==> src/rtl/core/kot_pkg.sv <==
package kot_pkg;

	localparam int ENTRIES = 16;
	localparam int IDX_W   = $clog2(ENTRIES);
	localparam int CNT_W   = 5;
	localparam logic [CNT_W-1:0] CNT_MAX = {CNT_W{1'b1}};

	typedef enum logic [2:0] {
		REQ_INSERT    = 3'd0,
		REQ_DROP_OLD  = 3'd1,
		REQ_DROP_KEY  = 3'd2,
		REQ_DROP_ORD  = 3'd3,
		REQ_SET_ORD   = 3'd4,
		REQ_READ      = 3'd5
	} req_t;

	typedef enum logic {
		ST_IDLE,
		ST_SCAN
	} state_t;

	typedef struct packed {
		logic [15:0] order;
		logic [15:0] node;
		logic [15:0] channel;
		logic [31:0] payload;
		logic [47:0] stamp;
	} entry_t;

	localparam int ENTRY_W = $bits(entry_t);

endpackage

==> src/rtl/core/kot_entry_ram.sv <==
module kot_entry_ram #(
	parameter int DEPTH = 16,
	parameter int WIDTH = 8
) (
	input  logic                     clk,
	input  logic                     wr_en,
	input  logic [$clog2(DEPTH)-1:0] wr_addr,
	input  logic [WIDTH-1:0]         wr_data,
	input  logic                     rd_en,
	input  logic [$clog2(DEPTH)-1:0] rd_addr,
	output logic [WIDTH-1:0]         rd_data
);

	logic [WIDTH-1:0] mem [DEPTH];

	always_ff @(posedge clk) begin
		if (wr_en) begin
			mem[wr_addr] <= wr_data;
		end
	end

	always_ff @(posedge clk) begin
		if (rd_en) begin
			rd_data <= mem[rd_addr];
		end
	end

endmodule

==> src/rtl/core/keyed_order_table.sv <==
// channel   ports                                          handshake
// request   req_type node_id channel_id order_number      start high, busy low
//           payload time_ms slot_index
// result    status affected out_valid out_order out_node  done strobe, one cycle
//           out_channel out_payload out_stamp
//
// every request scans all ENTRIES slots through the registered-read entry ram:
// busy stays high for the whole scan, done pulses in the cycle after the last busy cycle.
// a new transaction is taken in the cycle done is high, not while a scan is still running.
// arst_n clears the valid bits and control state; entry ram contents stay undefined.
// the receiver cannot stall: done flags each new result for exactly one cycle.
module keyed_order_table (
	input  logic        clk,
	input  logic        arst_n,
	input  logic        start,
	output logic        busy,
	input  logic [2:0]  req_type,
	input  logic [15:0] node_id,
	input  logic [15:0] channel_id,
	input  logic [15:0] order_number,
	input  logic [31:0] payload,
	input  logic [47:0] time_ms,
	input  logic [3:0]  slot_index,
	output logic        done,
	output logic        status,
	output logic [kot_pkg::CNT_W-1:0] affected,
	output logic        out_valid,
	output logic [15:0] out_order,
	output logic [15:0] out_node,
	output logic [15:0] out_channel,
	output logic [31:0] out_payload,
	output logic [47:0] out_stamp
);

	import kot_pkg::*;

	state_t state_q, state_d;

	logic [2:0]  req_q;
	logic [15:0] node_q;
	logic [15:0] chan_q;
	logic [15:0] ord_q;
	logic [31:0] pay_q;
	logic [47:0] time_q;
	logic [3:0]  sidx_q;

	logic [IDX_W:0]   ptr_q;
	logic             proc_s1;
	logic [IDX_W-1:0] idx_s1;

	logic [ENTRIES-1:0] valid_q, valid_d;
	logic [CNT_W-1:0]   count_q, count_d;
	logic               free_found_q;
	logic [IDX_W-1:0]   free_idx_q;

	logic   cap_valid_q;
	entry_t cap_q;

	logic accept, issue, last;
	logic cur_valid, key_hit, remove, set_hit, hit, free_now;
	logic fin_found, ins_ok, rd_hit;
	logic [IDX_W-1:0] fin_idx;

	logic               wr_en;
	logic [IDX_W-1:0]   wr_addr;
	entry_t             wr_entry, rd_entry;
	logic [ENTRY_W-1:0] rd_raw;

	kot_entry_ram #(
		.DEPTH (ENTRIES),
		.WIDTH (ENTRY_W)
	) u_ram (
		.clk     (clk),
		.wr_en   (wr_en),
		.wr_addr (wr_addr),
		.wr_data (wr_entry),
		.rd_en   (issue),
		.rd_addr (ptr_q[IDX_W-1:0]),
		.rd_data (rd_raw)
	);

	assign rd_entry = entry_t'(rd_raw);

	// next state
	always_comb begin
		state_d = state_q;
		case (state_q)
			ST_IDLE: begin
				if (start) state_d = ST_SCAN;
			end
			ST_SCAN: begin
				if (last) state_d = ST_IDLE;
			end
			default: state_d = ST_IDLE;
		endcase
	end

	// fsm outputs
	always_comb begin
		busy   = 1'b0;
		accept = 1'b0;
		issue  = 1'b0;
		case (state_q)
			ST_IDLE: begin
				accept = start;
			end
			ST_SCAN: begin
				busy  = 1'b1;
				issue = (ptr_q < (IDX_W+1)'(ENTRIES));
			end
			default: begin
				busy = 1'b0;
			end
		endcase
	end

	assign last = proc_s1 && (idx_s1 == IDX_W'(ENTRIES - 1));

	// per-slot evaluation of the entry returned by the ram
	always_comb begin
		cur_valid = proc_s1 && valid_q[idx_s1];
		key_hit   = cur_valid && (rd_entry.node == node_q) && (rd_entry.channel == chan_q);
		remove    = 1'b0;
		set_hit   = 1'b0;
		rd_hit    = 1'b0;
		case (req_q)
			REQ_INSERT,
			REQ_DROP_KEY: remove  = key_hit;
			REQ_DROP_OLD: remove  = cur_valid && (rd_entry.stamp < time_q);
			REQ_DROP_ORD: remove  = cur_valid && (rd_entry.order == ord_q);
			REQ_SET_ORD:  set_hit = key_hit;
			REQ_READ:     rd_hit  = cur_valid && (32'(idx_s1) == 32'(sidx_q));
			default:      remove  = 1'b0;
		endcase
		hit     = remove || set_hit;
		count_d = (hit && (count_q != CNT_MAX)) ? count_q + CNT_W'(1) : count_q;

		free_now  = proc_s1 && (!valid_q[idx_s1] || remove);
		fin_found = free_found_q || free_now;
		fin_idx   = free_found_q ? free_idx_q : idx_s1;
		ins_ok    = last && (req_q == REQ_INSERT) && fin_found;

		valid_d = valid_q;
		if (remove) valid_d[idx_s1] = 1'b0;
		if (ins_ok) valid_d[fin_idx] = 1'b1;

		wr_en    = set_hit || ins_ok;
		wr_addr  = ins_ok ? fin_idx : idx_s1;
		wr_entry = rd_entry;
		if (ins_ok) begin
			wr_entry.order   = '0;
			wr_entry.node    = node_q;
			wr_entry.channel = chan_q;
			wr_entry.payload = pay_q;
			wr_entry.stamp   = time_q;
		end else begin
			wr_entry.order = ord_q;
		end
	end

	always_ff @(posedge clk or negedge arst_n) begin
		if (!arst_n) begin
			state_q      <= ST_IDLE;
			ptr_q        <= '0;
			proc_s1      <= 1'b0;
			valid_q      <= '0;
			count_q      <= '0;
			free_found_q <= 1'b0;
			cap_valid_q  <= 1'b0;
			done         <= 1'b0;
		end else begin
			state_q <= state_d;
			proc_s1 <= issue;
			done    <= last;
			valid_q <= valid_d;
			if (accept) begin
				ptr_q        <= '0;
				count_q      <= '0;
				free_found_q <= 1'b0;
				cap_valid_q  <= 1'b0;
			end else begin
				if (issue) ptr_q <= ptr_q + (IDX_W+1)'(1);
				if (proc_s1) begin
					count_q <= count_d;
					if (free_now && !free_found_q) free_found_q <= 1'b1;
					if (rd_hit) cap_valid_q <= 1'b1;
				end
			end
		end
	end

	// request, capture and result payload
	always_ff @(posedge clk) begin
		if (accept) begin
			req_q  <= req_type;
			node_q <= node_id;
			chan_q <= channel_id;
			ord_q  <= order_number;
			pay_q  <= payload;
			time_q <= time_ms;
			sidx_q <= slot_index;
			cap_q  <= '0;
		end else if (rd_hit) begin
			cap_q <= rd_entry;
		end
		if (issue) idx_s1 <= ptr_q[IDX_W-1:0];
		if (free_now && !free_found_q) free_idx_q <= idx_s1;
		if (last) begin
			status      <= (req_q == REQ_INSERT) && !fin_found;
			affected    <= count_d;
			out_valid   <= cap_valid_q || rd_hit;
			out_order   <= rd_hit ? rd_entry.order   : cap_q.order;
			out_node    <= rd_hit ? rd_entry.node    : cap_q.node;
			out_channel <= rd_hit ? rd_entry.channel : cap_q.channel;
			out_payload <= rd_hit ? rd_entry.payload : cap_q.payload;
			out_stamp   <= rd_hit ? rd_entry.stamp   : cap_q.stamp;
		end
	end

endmodule

==> config.mk <==
export PLATFORM = sky130hd
export DESIGN_NAME = keyed_order_table
export DESIGN_NICKNAME = d
export VERILOG_FILES = /design/src/rtl/core/kot_pkg.sv /design/src/rtl/core/kot_entry_ram.sv /design/src/rtl/core/keyed_order_table.sv
export SDC_FILE = /design/constraint.sdc
export NUM_CORES = 2
export LEC_CHECK = 0
export ABC_AREA = 0
export BUFFER_PORTS_ARGS = -buffer_cell sky130_fd_sc_hd__buf_2
export CORE_AREA = 2 2 448 450
export DETAILED_ROUTE_END_ITERATION = 10
export DIE_AREA = 0 0 450 452
export PLACE_DENSITY = 0.66
export SLEW_MARGIN = 20
export SYNTH_ARGS = -nofsm -noshare
export SYNTH_HDL_FRONTEND = slang
export SYNTH_SLANG_ARGS = --single-unit
export TNS_END_PERCENT = 20
==> constraint.sdc <==
create_clock -name clk -period 16.9 [get_ports clk]
set_clock_uncertainty 0.1 [all_clocks]
set_input_delay 0.845 -clock clk [delete_from_list [all_inputs] [get_ports clk]]
set_output_delay 0.845 -clock clk [all_outputs]
set_load 0.02 [all_outputs]
## Word level (Yosys, flattened, before mapping)

Memory sizes are Yosys's and may differ from the RTL's. A register that Yosys moved wholly into a read port is not among the register bits.
Index checks and enable logic that the tools add are counted.

| word-level totals | value |
|---|---|
| latch bits | 0 |
| memories | 1 |
| RAM bits | 2048 |
| ROM bits | 0 |
| register bits | 437 |
| output and inout bits | 137 |

Memories:

| name | words | bits a word | rd ports | clocked after memory_dff | wr ports | line | text |
|---|---|---|---|---|---|---|---|
| u_ram.mem | 16 | 128 | 1 | 1 | 1 | kot_entry_ram.sv:14 | `logic [WIDTH-1:0] mem [DEPTH];` |

| operators by class | value |
|---|---|
| bitwise gates (word level) | 4 |
| mux-type cells | 39 |
| reduce and logical (&&, ||, !) cells | 31 |
| shifts and indexed selects | 0 |
| equal/unequal tests | 11 |
| add/subtract/negate cells | 2 |
| order comparisons | 6 |
| multipliers | 0 |
| divide/modulo/power cells | 0 |

Operators by type and width:

| cell | number |
|---|---|
| 2-to-1 mux 112 bit | 1 |
| 2-to-1 mux 16 bit | 6 |
| equality test 16 bit | 3 |
| less-than comparator 48 bit | 1 |
| 2-to-1 mux 48 bit | 1 |
| 2-to-1 mux 32 bit | 1 |
| 2-to-1 mux 5 bit | 5 |
| 2-to-1 mux 1 bit | 18 |
| bitwise AND 16 bit | 1 |
| NOT 16 bit | 1 |
| OR 16 bit | 1 |
| logical AND 1 bit | 15 |
| adder 5 x 1 -> 5 bit, second input constant | 2 |
| less-than comparator 4 x 5 -> 1 bit, second input constant | 2 |
| demux 1 bit (select 4 bit) | 2 |
| greater-or-equal comparator 4 x 1 -> 1 bit, second input constant | 2 |
| 2-to-1 mux 4 bit | 2 |
| nonzero test 2 bit | 4 |
| equality test 3 x 2 -> 1 bit, second input constant | 2 |
| equality test 3 bit, second input constant | 2 |
| logical OR 1 bit | 5 |
| less-than comparator 5 bit, second input constant | 1 |
| != test 5 bit, second input constant | 1 |
| binary-select mux 1 bit (select 4 bit) | 1 |
| 10 further kinds | 13 |

## Depth between registers and ports, before layout

| logic depth | value |
|---|---|
| word-level depth | 13 |
| depth in mapped cells | 12 |

## Hierarchy

From an unflattened synthesis, not the netlist that was laid out.

| second synthesis, totals | value |
|---|---|
| cells, all modules | 4648 |
| area total of the unflattened synthesis | 99489.2 um2 |

By module, submodules not included:

| module | cells each | times used | area an instance (um2) |
|---|---|---|---|
| kot_entry_ram | 3365 | 1 | 80612.3 |
| keyed_order_table | 1283 | 1 | 18876.9 |

## Worst setup path before layout

No wires, ideal clock.

| path | value |
|---|---|
| path kind | register -> register |
| start point | reg idx_s1[0] |
| end point | mem u_ram.mem[4][0] (netlist bit) (enable) |
| path buffers | 1 |
| period minus slack after synthesis | 15.053 ns |
| stages on the path, launching flop included | 8 |
| required time | 15.868 ns |
| arrival | 14.021 ns |
| setup slack | 1.847 ns |
| cells stage by stage | edfxtp_1 buf_4 nand2_1 or3_1 nor4_2 nand2_1 mux2_2 nor4_1 |

| on the way | value |
|---|---|
| cells in the longest elaborated chain, start to end | 13 |
| elaborated cells between the ends (all ways) | 22 |

Ends and longest elaborated chain:

| item | line | text |
|---|---|---|
| start, declared | keyed_order_table.sv:49 | `logic [IDX_W-1:0] idx_s1;` |
| start signal, assigned | keyed_order_table.sv:206 | `if (issue) idx_s1 <= ptr_q[IDX_W-1:0];` |
| binary-select mux 1 bit (select 4 bit) | keyed_order_table.sv:121, keyed_order_table.sv:138 |  |
| 2-to-1 mux 1 bit (implied by the code) | keyed_order_table.sv:121, keyed_order_table.sv:138 |  |
| logical AND 1 bit | keyed_order_table.sv:121 | `cur_valid = proc_s1 && valid_q[idx_s1];` |
| logical AND 1 bit (2 in series) | keyed_order_table.sv:122 | `key_hit = cur_valid && (rd_entry.node == node_q) && (rd_entry.channel == chan_q);` |
| case mux 1 bit (3 select lines) | keyed_order_table.sv:126 | `case (req_q)` |
| logical OR 1 bit | keyed_order_table.sv:138 | `free_now = proc_s1 && (!valid_q[idx_s1] \|\| remove);` |
| logical AND 1 bit | keyed_order_table.sv:138 |  |
| logical OR 1 bit | keyed_order_table.sv:139 | `fin_found = free_found_q \|\| free_now;` |
| logical AND 1 bit | keyed_order_table.sv:141 | `ins_ok = last && (req_q == REQ_INSERT) && fin_found;` |
| logical OR 1 bit | keyed_order_table.sv:147 | `wr_en = set_hit \|\| ins_ok;` |
| 2-to-1 mux 1 bit | kot_entry_ram.sv:17 | `if (wr_en) begin` |
| 2-to-1 mux 1 bit (implied by the code) | kot_entry_ram.sv:18 | `mem[wr_addr] <= wr_data;` |
| end, declared | kot_entry_ram.sv:14 |  |

Parallel ways exist; a longest one is shown, timed or not. The select of a mux whose other input is x is not followed.

## Worst setup path in the final report

| path | value |
|---|---|
| start point | reg u_ram.rd_data[127] (read register of u_ram.mem) |
| end point | mem u_ram.mem[15][119] (netlist bit) (enable) |

| on the way | value |
|---|---|
| cells in the longest elaborated chain, start to end | 10 |
| elaborated cells between the ends (all ways) | 11 |

Ends and longest elaborated chain:

| item | line | text |
|---|---|---|
| start, declared | kot_entry_ram.sv:11 | `output logic [WIDTH-1:0] rd_data` |
| equality test 16 bit (*) | keyed_order_table.sv:130 | `REQ_DROP_ORD: remove = cur_valid && (rd_entry.order == ord_q);` |
| logical AND 1 bit (*) | keyed_order_table.sv:130 |  |
| case mux 1 bit (3 select lines) (*) | keyed_order_table.sv:126 |  |
| logical OR 1 bit (*) | keyed_order_table.sv:138 |  |
| logical AND 1 bit (*) | keyed_order_table.sv:138 |  |
| logical OR 1 bit (*) | keyed_order_table.sv:139 |  |
| logical AND 1 bit (*) | keyed_order_table.sv:141 |  |
| logical OR 1 bit | keyed_order_table.sv:147 |  |
| 2-to-1 mux 1 bit | kot_entry_ram.sv:17 |  |
| 2-to-1 mux 1 bit (implied by the code) | kot_entry_ram.sv:18 |  |

Every way passes the cells marked *; elsewhere a longest branch is shown, timed or not.

==> reports/metrics.yaml <==
setup_path:
  crit_path_max_incr_delay_ns: 0.93
  worst-setup-path-type: "reg -> reg"
  critical_path.top_delay_family: "buffers and inverters"
  arr_time_crit_path_ns: 6.54
  cp-end-kind: "register"
  critical_path.cell_chain: "xnor2_1 -> nand4_1 -> nor4_1 -> a31oi_1 -> nand4_1 -> a21o_1 -> a31oi_1 -> nor4_2 -> buf_4 -> buf_4 -> buf_4"
  crit_top_cell: "sky130_fd_sc_hd__buf_4"
  crit_path_max_fanout: 51
  critPathLaunchType: "register"
  worst_path_required_time_ns: 17.30
  crit_slowest_cell: "sky130_fd_sc_hd__buf_4"
  crit_buf_inv: 3
floorplanning:
  die_x_microns: 450
  io-pin-count: 275
  floorplan.die.height_microns: 452
  coreArea_sq_mm: 0.199
  start_util: 0.497
  die-area_sq_mm: 0.203
  floorplan.rows: 164
synthesis:
  synth_most_common_cell: "sky130_fd_sc_hd__edfxtp_1"
  synth_enable_flop_cells: 2454
  synth-async-reset-ratio: 0.0119
  postSynthCellCount: 4509
  yosys_warnings: 0
  synth_top_cells_by_count: "sky130_fd_sc_hd__edfxtp_1, sky130_fd_sc_hd__mux4_2, sky130_fd_sc_hd__nand2_1, sky130_fd_sc_hd__clkbuf_1, sky130_fd_sc_hd__a21oi_1"
  postSynth.topFlopCell: "sky130_fd_sc_hd__edfxtp_1"
  synth_sequential_area_ratio: 0.780
  synthDominantCellAreaShare: 0.746
  synthDistinctLibCells: 54
  synthesis.area_sq_mm: 0.0988
  post_synth_main_area_contributors: "sky130_fd_sc_hd__edfxtp_1, sky130_fd_sc_hd__mux4_2, sky130_fd_sc_hd__dfxtp_1"
  synth_area_per_cell_sq_um: 21.9
  synth_top_area_cell: "sky130_fd_sc_hd__edfxtp_1"
  synth_nets: 4697
  ys_seq_elements: 2613
sta:
  grt_setup_unrepaired: "no"
  slew_headroom: 0.270
  finalHoldViolCount: 0
  post_route_setup_tns_ns: 0
  post-route-period-util: 0.364
  report.final.setup_viol: 0
  fmaxAchievable_ghz: 0.163
  maxSlewViolCount: 0
  timing.final.crit_period_ns: 6.15
  hold-worst-slack_ns: 0.0571
  slew_at_the_pin_closest_to_its_max_slew_limit_ns: 1.09
drt:
  drt-vias-per-instance: 5.91
  routed_wire_length_per_instance_microns: 29.1
  dr_pass1_iterations: 5
  detailedRoute.firstIterationViolations: 4978
  route.antenna.remaining_nets: 0
  routed_wirelength_mm: 229
  detailroute.via_count: 46500
  drc: 0
placed_design:
  place_area_sq_mm: 0.104
  gp_congestion: 0.839
  detailedPlacementHpwl_mm: 121
  numPortBuffers: 274
min_path:
  holdCritPathClass: "in -> reg"
cts:
  post_cts_buffers: 0
  clock_insertion_delay_worst_skew_ns: 0.91
  tritoncts: "built"
  postCtsResizedCells: 0
  clk_pin_slew_ns: 0.06
  cts_hold_repair.buffers: 85
  clock_tree.root_cell: "sky130_fd_sc_hd__clkbuf_16"
  clock_sink_count: 2613
  ctsLongestPathBuffers: 4
  cts_buffers: 284
  h-tree-depth: 5
global_route:
  track_usage: 0.226
  first_global_vias: 48300
  grt_first_pass_wirelength_mm: 334
  grt.overflow.total: 0
  grt_max_degree: 154
  number_of_antenna_violations_at_the_first_check_in_global_routing: 11
layout:
  final_nets: 5213
  synthToLayoutAreaGrowth_pct: 14.6
  postLayoutCellArea_sq_mm: 0.113
  share_of_post_route_cells_with_drive_strength_above_1: 0.292
  layout.area.seq_sq_mm: 0.0770
  filler_cell_count: 14600
  multi_input_comb_area_sq_mm: 0.0208
power_and_ir_drop:
  design_power_total_uw: 18400
  vdd_ir_drop_max_mv: 0.128
  leakage_uw: 0.0373
  power.density_cell_area_mw_per_mm2: 163
run_status:
  outcome: "complete, no violations"
run:
  cap_violations: 0
[metal layers]
layer  vias to the layer above  wire length [microns]  track usage
li1                      19600                      -            -
met1                     24900                  91300        0.304
met2                      1623                 117000        0.380
met3                       411                  12000       0.0295
met4                         4                   8820       0.0867
met5                         -                     26            0
[cell type report]
| type | instances | share of cell area |
|---|---|---|
| Antenna cell | 2 | 0.0000442 |
| Clock buffer | 380 | 0.0697 |
| Clock inverter | 104 | 0.00821 |
| Inverter | 61 | 0.00220 |
| Multi-Input combinational cell | 1626 | 0.184 |
| Sequential cell | 2613 | 0.681 |
| Tap cell | 2656 | 0.0294 |
| Timing Repair Buffer | 439 | 0.0263 |
[cell families after synthesis]
kind of cell    after synthesis  share of synthesized area
compound gates              234                     0.0136
xor+xnor                     52                    0.00461
fa+ha+maj                    50                    0.00633
buf+inv                     270                     0.0109
flops                      2613                      0.780
mux                         763                      0.162
simple gates                527                     0.0223
[metrics by stage]
step	std cells	utilization	setup WS (ns)
6_report	7881	0.570	10.75
3_5_place_dp	7310	0.521	10.71
3_3_place_gp	7310	0.521	10.80
4_1_cts	7879	0.570	10.65
5_1_grt	7879	0.570	10.34
2_1_floorplan	4509	-	1.85
[state kept, by name, summed over array words and instances (netlist names), 32 cells and up]
name and count:
out_payload 32, time_q 48, cap_q 128, u_ram.rd_data 128, out_stamp 48, u_ram.mem 2048
pay_q 32
[path summary, 6_finish.rpt]
kind	cells after the start	endpoint	slack [ns]	start
worst max-delay path	11	u_ram.mem[15][119]	10.75	u_ram.rd_data[127]
worst min register to register	2	cap_q[105]	0.36	cap_q[105]
worst min-delay path	1	time_q[38]	0.06	time_ms[38]
max in group asynchronous	2	ptr_q[1]	15.63	arst_n
worst max register to register	11	u_ram.mem[15][119]	10.75	u_ram.rd_data[127]
min in group asynchronous	2	done	0.47	arst_n
[where the power goes]
group          internal (uW)  switching (uW)
clock network           3500            2390
logic                   1820            2190
registers               8180             320
total                  13500            4900
[placed cells by master (no fill, tap or decap), types with 5 or more instances in the layout]
cell type,instances
sky130_fd_sc_hd__inv_1,58
sky130_fd_sc_hd__mux2i_1,6
sky130_fd_sc_hd__dlygate4sd3_1,85
sky130_fd_sc_hd__nor2_1,11
sky130_fd_sc_hd__clkbuf_1,62
sky130_fd_sc_hd__dfxtp_1,128
sky130_fd_sc_hd__a31oi_1,10
sky130_fd_sc_hd__a21o_1,7
sky130_fd_sc_hd__o31ai_1,24
sky130_fd_sc_hd__clkbuf_8,27
sky130_fd_sc_hd__buf_4,68
sky130_fd_sc_hd__edfxtp_1,2454
sky130_fd_sc_hd__mux2_2,63
sky130_fd_sc_hd__inv_6,5
sky130_fd_sc_hd__nand2b_1,10
sky130_fd_sc_hd__nor4_1,10
sky130_fd_sc_hd__clkinv_1,40
sky130_fd_sc_hd__nand3_1,11
sky130_fd_sc_hd__mux4_2,644
sky130_fd_sc_hd__bufinv_16,16
sky130_fd_sc_hd__clkbuf_16,291
sky130_fd_sc_hd__mux2_4,50
sky130_fd_sc_hd__nor4_2,10
sky130_fd_sc_hd__buf_12,12
sky130_fd_sc_hd__xnor2_1,20
sky130_fd_sc_hd__buf_2,274
sky130_fd_sc_hd__a21oi_1,152
sky130_fd_sc_hd__nand4_1,15
sky130_fd_sc_hd__nand2_1,417
sky130_fd_sc_hd__ha_1,50
sky130_fd_sc_hd__nor2_4,8
sky130_fd_sc_hd__and2_1,18
sky130_fd_sc_hd__dfrtp_1,27
sky130_fd_sc_hd__clkinv_2,35
sky130_fd_sc_hd__o21ai_0,20
sky130_fd_sc_hd__xor2_1,32
Power figures use the tool's default switching activity.
